--- src/sv/adp_pkg.sv ---
package adp_pkg;

  // sizing of the pattern group
  localparam int unsigned PATTERN_LEN = 32;
  localparam int unsigned MAX_EDITS   = 3;
  localparam int unsigned GROUP_SIZE  = 4;
  localparam int unsigned NUM_ROWS    = MAX_EDITS + 1;

  // base codes and field widths
  localparam int unsigned CODE_W     = 2;
  localparam int unsigned MASK_W     = 4;
  localparam int unsigned MATCH_W    = 4;
  localparam int unsigned PATTERN_W  = 64;

  // configuration register file
  localparam int unsigned NUM_REGS   = 4;
  localparam int unsigned CFG_IDX_W  = 3;
  localparam int unsigned REG_IDX_W  = $clog2(NUM_REGS);

  // register indexes
  localparam logic [CFG_IDX_W-1:0] REG_PATTERN_0 = CFG_IDX_W'(0);
  localparam logic [CFG_IDX_W-1:0] REG_PATTERN_LAST = CFG_IDX_W'(NUM_REGS - 1);

  typedef logic [PATTERN_LEN-1:0]              row_t;
  typedef row_t [NUM_ROWS-1:0]                 cells_t;
  typedef logic [PATTERN_W-1:0]                pattern_t;
  typedef pattern_t [NUM_REGS-1:0]             pattern_arr_t;
  typedef cells_t [GROUP_SIZE-1:0]             group_cells_t;
  typedef logic [MASK_W-1:0]                   mask_t;
  typedef logic [MATCH_W-1:0]                  match_t;

endpackage

--- src/sv/adp_cfg_regs.sv ---
module adp_cfg_regs
  import adp_pkg::*;
(
  input  logic                 clk_i,
  input  logic                 rst_ni,
  input  logic                 cfg_we_i,
  input  logic [CFG_IDX_W-1:0] cfg_index_i,
  input  pattern_t             cfg_wdata_i,
  output pattern_arr_t         patterns_o
);

  pattern_arr_t pattern_q;

  // pattern registers, writes beyond the last register are dropped
  always_ff @(posedge clk_i or negedge rst_ni) begin
    if (!rst_ni) begin
      pattern_q <= '0;
    end else if (cfg_we_i && cfg_index_i <= REG_PATTERN_LAST) begin
      pattern_q[cfg_index_i[REG_IDX_W-1:0]] <= cfg_wdata_i;
    end
  end

  assign patterns_o = pattern_q;

endmodule

--- src/sv/adp_cell_update.sv ---
module adp_cell_update
  import adp_pkg::*;
(
  input  pattern_t pattern_i,
  input  mask_t    class_mask_i,
  input  cells_t   prev_i,
  output cells_t   cur_o,
  output match_t   match_o
);

  row_t   hit;
  cells_t cur;
  match_t res;

  // per-position base hit against the text class mask
  always_comb begin
    for (int unsigned i = 0; i < PATTERN_LEN; i++) begin
      hit[i] = class_mask_i[pattern_i[CODE_W*i +: CODE_W]];
    end
  end

  // edit-distance cells: exact row, then one row per extra edit
  always_comb begin
    cur = '0;
    cur[0][0] = hit[0];
    for (int unsigned i = 1; i < PATTERN_LEN; i++) begin
      cur[0][i] = prev_i[0][i-1] & hit[i];
    end
    for (int unsigned j = 1; j < NUM_ROWS; j++) begin
      cur[j][0] = 1'b1;
      for (int unsigned i = 1; i < PATTERN_LEN; i++) begin
        cur[j][i] = (prev_i[j][i-1] & hit[i])
                  | (prev_i[j-1][i-1] & ~hit[i])
                  | prev_i[j-1][i]
                  | cur[j-1][i-1];
      end
    end
  end

  // pattern end with exactly j edits
  always_comb begin
    res = '0;
    res[0] = cur[0][PATTERN_LEN-1];
    for (int unsigned j = 1; j < NUM_ROWS; j++) begin
      res[j] = cur[j][PATTERN_LEN-1] & ~cur[j-1][PATTERN_LEN-1];
    end
  end

  assign cur_o   = cur;
  assign match_o = res;

endmodule

--- src/sv/approx_dna_pattern_matcher.sv ---
// Approximate DNA matcher: each request carries one text position as a class
// mask over the base codes A=0, C=1, T=2, G=3, and returns one 4-bit result
// whose bit j says that some pattern of the group ends at this position with
// exactly j edits. A request is taken every cycle while results are not held
// back; its result passes the input register, then the result register, and
// the update of the stored edit cells of all four patterns sets this rate.
// Patterns are written through the config port (index 0..3, 2-bit base codes,
// position 0 in the low bits); the user must do so only while no request is in
// flight; the block does not enforce this. Reset clears patterns and stored cells.
module approx_dna_pattern_matcher
  import adp_pkg::*;
(
  input  logic                 clk_i,
  input  logic                 rst_ni,
  input  logic                 in_valid_i,
  output logic                 in_ready_o,
  input  logic [MASK_W-1:0]    class_mask_i,
  output logic                 out_valid_o,
  input  logic                 out_ready_i,
  output logic [MATCH_W-1:0]   match_by_distance_o,
  input  logic                 cfg_we_i,
  input  logic [CFG_IDX_W-1:0] cfg_index_i,
  input  logic [PATTERN_W-1:0] cfg_wdata_i
);

  pattern_arr_t patterns;
  group_cells_t prev_cells_q;
  group_cells_t cur_cells;
  match_t [GROUP_SIZE-1:0] pat_match;
  match_t       match_d;
  match_t       match_q;
  mask_t        mask_q;
  logic         s1_valid_q;
  logic         out_valid_q;
  logic         s1_go;
  logic         s1_fire;

  // configuration storage
  adp_cfg_regs u_cfg (
    .clk_i       (clk_i),
    .rst_ni      (rst_ni),
    .cfg_we_i    (cfg_we_i),
    .cfg_index_i (cfg_index_i),
    .cfg_wdata_i (cfg_wdata_i),
    .patterns_o  (patterns)
  );

  // pipeline flow control
  assign s1_go      = !out_valid_q || out_ready_i;
  assign s1_fire    = s1_valid_q && s1_go;
  assign in_ready_o = !s1_valid_q || s1_go;

  // input register
  always_ff @(posedge clk_i or negedge rst_ni) begin
    if (!rst_ni) begin
      s1_valid_q <= 1'b0;
    end else if (in_ready_o) begin
      s1_valid_q <= in_valid_i;
    end
  end

  always_ff @(posedge clk_i) begin
    if (in_valid_i && in_ready_o) begin
      mask_q <= class_mask_i;
    end
  end

  // one cell update per pattern
  for (genvar g = 0; g < GROUP_SIZE; g++) begin : g_pat
    adp_cell_update u_upd (
      .pattern_i    (patterns[g]),
      .class_mask_i (mask_q),
      .prev_i       (prev_cells_q[g]),
      .cur_o        (cur_cells[g]),
      .match_o      (pat_match[g])
    );
  end

  // merge results of the group
  always_comb begin
    match_d = '0;
    for (int unsigned g = 0; g < GROUP_SIZE; g++) begin
      match_d = match_d | pat_match[g];
    end
  end

  // cell state and result register
  always_ff @(posedge clk_i or negedge rst_ni) begin
    if (!rst_ni) begin
      prev_cells_q <= '0;
      out_valid_q  <= 1'b0;
    end else begin
      if (s1_fire) begin
        prev_cells_q <= cur_cells;
      end
      if (s1_go) begin
        out_valid_q <= s1_valid_q;
      end
    end
  end

  always_ff @(posedge clk_i) begin
    if (s1_fire) begin
      match_q <= match_d;
    end
  end

  assign out_valid_o         = out_valid_q;
  assign match_by_distance_o = match_q;

  // a result only shows up after a request sat in the input register
  assert property (@(posedge clk_i) disable iff (!rst_ni)
    $rose(out_valid_q) |-> $past(s1_valid_q))
    else $error("result without a request in the input register");

  // cell state moves only when a request is consumed
  assert property (@(posedge clk_i) disable iff (!rst_ni)
    !s1_fire |=> $stable(prev_cells_q))
    else $error("cell state changed without a request");

  // empty input register always takes a request
  assert property (@(posedge clk_i) disable iff (!rst_ni)
    !s1_valid_q |-> in_ready_o)
    else $error("input stalled while input register empty");

  // a waiting result keeps the input register full request held
  assert property (@(posedge clk_i) disable iff (!rst_ni)
    (s1_valid_q && out_valid_q && !out_ready_i) |=> s1_valid_q && $stable(mask_q))
    else $error("stalled request lost from input register");

endmodule

--- config.mk ---
export PLATFORM = sky130hd
export DESIGN_NAME = approx_dna_pattern_matcher
export DESIGN_NICKNAME = d
export VERILOG_FILES = /design/src/sv/adp_pkg.sv /design/src/sv/adp_cfg_regs.sv /design/src/sv/adp_cell_update.sv /design/src/sv/approx_dna_pattern_matcher.sv
export SDC_FILE = /design/constraint.sdc
export NUM_CORES = 2
export LEC_CHECK = 0
export BUFFER_PORTS_ARGS = -buffer_cell sky130_fd_sc_hd__buf_2
export CAP_MARGIN = 20
export CORE_MARGIN = 2
export CORE_UTILIZATION = 45
export CTS_BUF_LIST = sky130_fd_sc_hd__clkbuf_4 sky130_fd_sc_hd__clkbuf_8
export CTS_CLUSTER_DIAMETER = 200
export DETAILED_ROUTE_END_ITERATION = 6
export PLACE_DENSITY = 0.68
export SLEW_MARGIN = 20
export SYNTH_ARGS = -nofsm -noshare
export SYNTH_HDL_FRONTEND = slang
export SYNTH_SLANG_ARGS = --single-unit
--- constraint.sdc ---
create_clock -name clk_i -period 4.05 [get_ports clk_i]
set_clock_uncertainty 0.05 [all_clocks]
set_input_delay 0.6075 -clock clk_i [delete_from_list [all_inputs] [get_ports clk_i]]
set_output_delay 0.6075 -clock clk_i [all_outputs]
set_load 0.05 [all_outputs]
== Word-level counts from Yosys, hierarchy flattened ==
Cells that the tools add are included.
Cells by class
  add/subtract/negate cells: 0
  multiply operators: 0
  div/mod/pow operators: 0
  order comparisons: 131
  equal/unequal tests: 0
  shift-type cells: 0
  multiplexer cells: 259
  bitwise operators: 2075
  reductions and logical operators: 8
Operators with widths (count)
  $or A1 B1 Y1: 1080
  $and A1 B1 Y1: 856
  $lt A2 B3 Y1 const B: 129
  $bmux W1 S2: 128
  $bwmux W256: 1
  $not A1 Y1: 136
  $demux W64 S2: 1
  $mux W1: 128
  $mux W64: 1
  $or A4 B4 Y4: 3
  $logic_and A1 B1 Y1: 4
  $le A3 B2 Y1 const B: 1
  $ge A2 B1 Y1 const B: 1
  $logic_not A1 Y1: 2
  $logic_or A1 B1 Y1: 2
Storage, ports and cells
  register bits after elaboration: 774
  latch bits: 0
  bits in writable memories: 0
  bits in read-only memories: 0
  input port bits: 76
  output and inout bits: 6
  memories kept: 0

== Logic depth before layout (Yosys ltp) ==
  depth after elaboration: 13
  mapped depth: 8

== By module ==
From an unflattened synthesis, not the netlist that was laid out.
Unflattened totals
  cells, all modules: 2997
  area total of the unflattened synthesis: 43266.5 um^2
By module, submodules not included
  approx_dna_pattern_matcher: instances 1, cells an instance 1101, area each 21703.3 um^2, sequential area each 13102.6 um^2
  adp_cell_update: instances 4, cells an instance 338, area each 2992.9 um^2, sequential area each 0.0 um^2
  adp_cfg_regs: instances 1, cells an instance 544, area each 9591.7 um^2, sequential area each 6406.1 um^2

== Worst setup path after synthesis ==
OpenSTA, ideal clock, no wires.
  kind: reg-to-reg
  from: reg mask_q[1]
  to: reg match_q[3] (netlist: match_by_distance_o[3]), data pin
  data arrival time: 2.275 ns
  path slack: 1.462 ns
  cell stages (with the launch flop): 8
  buffers on the path: 2
  period minus slack after synthesis: 2.588 ns
  cell sequence: edfxtp_1 -> buf_2 -> buf_6 -> mux2i_1 -> mux2_1 -> a2111oi_0 -> a21boi_1 -> a2111o_1
On the way
  word-level cells in the longest chain between the ends: 13
  elaborated cells on any way between the ends: 163
  those cells by class: 32 x mux; 131 x bitwise
RTL lines
  from (decl): line approx_dna_pattern_matcher.sv:32  | mask_t mask_q;
  from (signal assigned): line approx_dna_pattern_matcher.sv:64  | mask_q <= class_mask_i;
  $bmux W1 S2: line adp_cell_update.sv:18  | hit[i] = class_mask_i[pattern_i[CODE_W*i +: CODE_W]];
  $mux W1 (implied by the code): line adp_cell_update.sv:18
  $not A1 Y1: line adp_cell_update.sv:33  | | (prev_i[j-1][i-1] & ~hit[i])
  $and A1 B1 Y1: line adp_cell_update.sv:33
  $or A1 B1 Y1: line adp_cell_update.sv:33
  $or A1 B1 Y1: line adp_cell_update.sv:34  | | prev_i[j-1][i]
  $or A1 B1 Y1 (2 in series): line adp_cell_update.sv:35  | | cur[j-1][i-1];
  $or A1 B1 Y1 or $not A1 Y1 (tied branches): line adp_cell_update.sv:35, adp_cell_update.sv:45
  $and A1 B1 Y1: line adp_cell_update.sv:45  | res[j] = cur[j][PATTERN_LEN-1] & ~cur[j-1][PATTERN_LEN-1];
  $or A4 B4 Y4 (2 in series): line approx_dna_pattern_matcher.sv:83  | match_d = match_d | pat_match[g];
  $or A4 B4 Y4 (*): line approx_dna_pattern_matcher.sv:83
  net match_d[3]: line approx_dna_pattern_matcher.sv:30  | match_t match_d;
  to (signal assigned): line approx_dna_pattern_matcher.sv:104  | match_q <= match_d;
  to (decl): line approx_dna_pattern_matcher.sv:31  | match_t match_q;
The timed path passes the listed nets; every way through them passes the cells marked *. The select of a mux whose other input is x is not followed.
A chain may end at the register's enable or synchronous reset.

== Worst setup path after layout ==
  from: reg mask_q[1]
  to: reg prev_cells_q[500] (netlist name)
On the way
  word-level cells in the longest chain between the ends: 9
  elaborated cells on any way between the ends: 27
  those cells by class: 8 x mux; 19 x bitwise
RTL lines
  $bmux W1 S2: line adp_cell_update.sv:18
  $mux W1 (implied by the code): line adp_cell_update.sv:18
  $not A1 Y1: line adp_cell_update.sv:33
  $and A1 B1 Y1: line adp_cell_update.sv:33
  $or A1 B1 Y1: line adp_cell_update.sv:33
  $or A1 B1 Y1: line adp_cell_update.sv:34
  $or A1 B1 Y1 (2 in series): line adp_cell_update.sv:35
  $or A1 B1 Y1 (*): line adp_cell_update.sv:35
  to (signal assigned): line approx_dna_pattern_matcher.sv:94  | prev_cells_q <= cur_cells;
  to (decl): line approx_dna_pattern_matcher.sv:27  | group_cells_t prev_cells_q;
Mark *: on every way between the ends. The rest lies on a longest branch, timed or not. The select of a mux whose other input is x is not followed.

==> flow_summary.json <==
{
  "status": "completed",
  "multi_input_area_um2": 16800,
  "worst_path_most_repeated_cell": "buf_4",
  "grt_pass1_wl_mm": 144,
  "die_y_um": 288,
  "syn_inst": 2975,
  "p_sw_share_pct": 30.6,
  "finalNonFillerCells": 4218,
  "drtAntennaViolNets": 0,
  "synth-seq-cells": 751,
  "synthTopCellsByArea": "dfrtp_1 (51%), mux2_2 (12%), mux4_2 (7.9%)",
  "timing.final.max_slew_violations": 0,
  "yosys.area.top_type": "dfrtp_1",
  "cp_top_family": "buffers and inverters",
  "period_minus_slack_ps": 3300,
  "final_nets": 3127,
  "seq_area_frac_synth_pct": 51.9,
  "clk_pin_slew_worst_paths_ps": 60,
  "cp_slowest_stage_delay_ps": 750,
  "seqCellArea_um2": 18800,
  "vias": 25100,
  "worstPathArrival_ps": 3870,
  "final-hold-violation-count": 0,
  "place_congestion": 0.820,
  "postCtsHoldBufs": 6,
  "p_leak_nw": 15.8,
  "vdd_drop_max_mv": 0.291,
  "core_um2": 80200,
  "fmax_mhz": 303,
  "end_kind": "flop",
  "numCtsBuffers": 121,
  "dr.pass1.iters": 6,
  "p_per_area_nw_per_um2": 536,
  "fp.dieW_um": 288,
  "root_buffer": "clkbuf_8",
  "synth_edf_count": 8,
  "finish.utilization_pct": 50.7,
  "yosys.cell_count.top_type": "dfrtp_1",
  "io_buffers": 81,
  "synth_area_um2": 36300,
  "cp.required_ps": 4620,
  "grt_pass1_vias": 25000,
  "avgSynthCellArea_um2": 12.2,
  "vias_per_cell": 5.95,
  "setup_viol": 0,
  "crit_fanout": 49,
  "ios": 82,
  "cts.sinks": 751,
  "cts_max_level": 3,
  "synthTopCellsByCount": "dfrtp_1 (743), mux2_2 (382), nand2_1 (317)",
  "reg2reg_depth": 6,
  "fill_cells": 7047,
  "routed_wl_mm": 89.0,
  "worstSetupPathDepth": 6,
  "placed_cells": 3982,
  "cts_resized": 0,
  "dp_hpwl_mm": 58.2,
  "dieArea_um2": 82900,
  "cp_cell_sequence": "buf_4 > buf_4 > mux4_2 > mux2i_1 > nand4_1 > o32a_1",
  "synth_ff_type": "dfrtp_1",
  "start_util_pct": 45.3,
  "p_clk_share_pct": 31.9,
  "syn-num-nets": 3051,
  "synthArstFlopShare_pct": 98.9,
  "whs_ps": 89.0,
  "num_rows": 104,
  "route.detailed.drc": 0,
  "clk_latency_ps": 760,
  "yosysWarnings": 0,
  "power_frac_comb_pct": 22.0,
  "cts_buffer_depth": 3,
  "grt_max_degree": 149,
  "intPower_w": 0.0151,
  "track_usage_pct": 21.8,
  "setup_tns_ps": 0,
  "finalCritPeriodShare_pct": 81.6,
  "drive_gt1_share_pct": 27.3,
  "max-cap-violations": 0,
  "tritoncts": "done",
  "path_class": "reg2reg",
  "grt_antenna_before_repair": 19,
  "rsz0062_at_grt": "no",
  "wl_per_cell_um": 21.1,
  "cp_slowest_cell": "edfxtp_1",
  "postCtsSetupBuffers": 0,
  "power_w": 0.0218,
  "area_growth_pct": 12.1,
  "path_buf_inv": 2,
  "startpoint_type": "flop",
  "worst_pin_slew_ps": 920,
  "slew_headroom_pct": 38.7,
  "hold_class": "in2reg",
  "seq_power_share_pct": 46.0,
  "synthDistinctLibCells": 40,
  "p_sw_w": 0.00667,
  "yosysTopAreaCellShare_pct": 51.3,
  "drt_iter0_drc": 1948,
  "min_path_cells": 2,
  "grt_overflow": 0
}
[logic make-up after synthesis]
group / count (synthesis) / synth area share, %
mux: 756 / 26.6
flops: 751 / 51.9
simple gates: 701 / 8.57
compound gates: 587 / 10.9
buf+inv: 180 / 1.97
[flip-flops by register name (all words and copies together), names as in the netlist]
| signal | cells |
|---|---|
| mask_q | 4 |
| match_by_distance_o | 4 |
| out_valid_o | 1 |
| prev_cells_q | 485 |
| s1_valid_q | 1 |
| u_cfg.patterns_o | 256 |
[final cells by class]
cell class	count	area share, %
antenna	7	0.0431
clock buffer	189	5.84
clock inverter	34	0.603
inverter	1	0.0277
multi-input combinational	2044	41.2
sequential	751	46.3
tap	1060	3.26
timing repair buffer	132	2.68
[layout by cell type, fill, tap and decap left out, types with 8 or more instances in the layout]
cell type | netlist | layout
a21oi_1 | 105 | 105
or4_1 | 12 | 12
o21a_1 | 114 | 114
nand2b_1 | 18 | 18
buf_2 | 5 | 80
dfrtp_1 | 743 | 743
nand2_1 | 317 | 316
a31oi_1 | 108 | 108
mux2_1 | 8 | 8
clkbuf_4 | 0 | 36
nor2_1 | 215 | 213
mux2i_1 | 238 | 238
mux2_2 | 382 | 382
nand4_1 | 97 | 97
clkbuf_8 | 0 | 153
nor2b_1 | 9 | 9
mux4_2 | 128 | 128
nand3b_1 | 11 | 11
buf_4 | 0 | 23
edfxtp_1 | 8 | 8
o32a_1 | 109 | 109
o21ai_0 | 130 | 130
buf_12 | 0 | 22
clkinv_2 | 0 | 23
[power by group through the flow]
stage / logic (W) / registers, W / clock network, W
finish: 0.00480 / 0.0100 / 0.00696
floorplan: 0.00375 / 0.00978 / 0
detailed placement: 0.00478 / 0.0101 / 0
global placement: 0.00470 / 0.0101 / 0
CTS: 0.00482 / 0.0100 / 0.00714
global route: 0.00525 / 0.0102 / 0.00749
[metrics by stage]
| stage | area (um^2) | worst slack (ps) |
|---|---|---|
| detailed placement | 38000 | 805 |
| global route | 40700 | 613 |
| global placement | 38000 | 867 |
| floorplan | 36300 | 1460 |
| finish | 40700 | 745 |
| CTS | 40700 | 802 |
[path summary, 6_finish.rpt]
path	start	endpoint	slack [ps]
min in group asynchronous	rst_ni	prev_cells_q[0]	500
max in group asynchronous	rst_ni	u_cfg.patterns_o[214]	2420
setup reg to reg	mask_q[1]	prev_cells_q[500]	750
hold / removal	cfg_wdata_i[48]	u_cfg.patterns_o[112]	90
hold reg to reg	prev_cells_q[63]	prev_cells_q[63]	420
setup / recovery	mask_q[1]	prev_cells_q[500]	750
[worst reg2reg max path, stage by stage, from the launching register on]
cell      delay [ps]
edfxtp_1         750
buf_4            450
buf_4            600
mux4_2           530
mux2i_1          260
nand4_1          170
o32a_1           370
[metal layers]
metal / share of wire (%) / up-vias / global-route usage [%]
li1: - / 11400 / -
met1: 47 / 12900 / 32.3
met2: 45 / 629 / 32.4
met3: 5.3 / 155 / 4.19
met4: 2.4 / 10 / 6.63
met5: 0.065 / - / 0
Power figures use the tool's default switching activity.
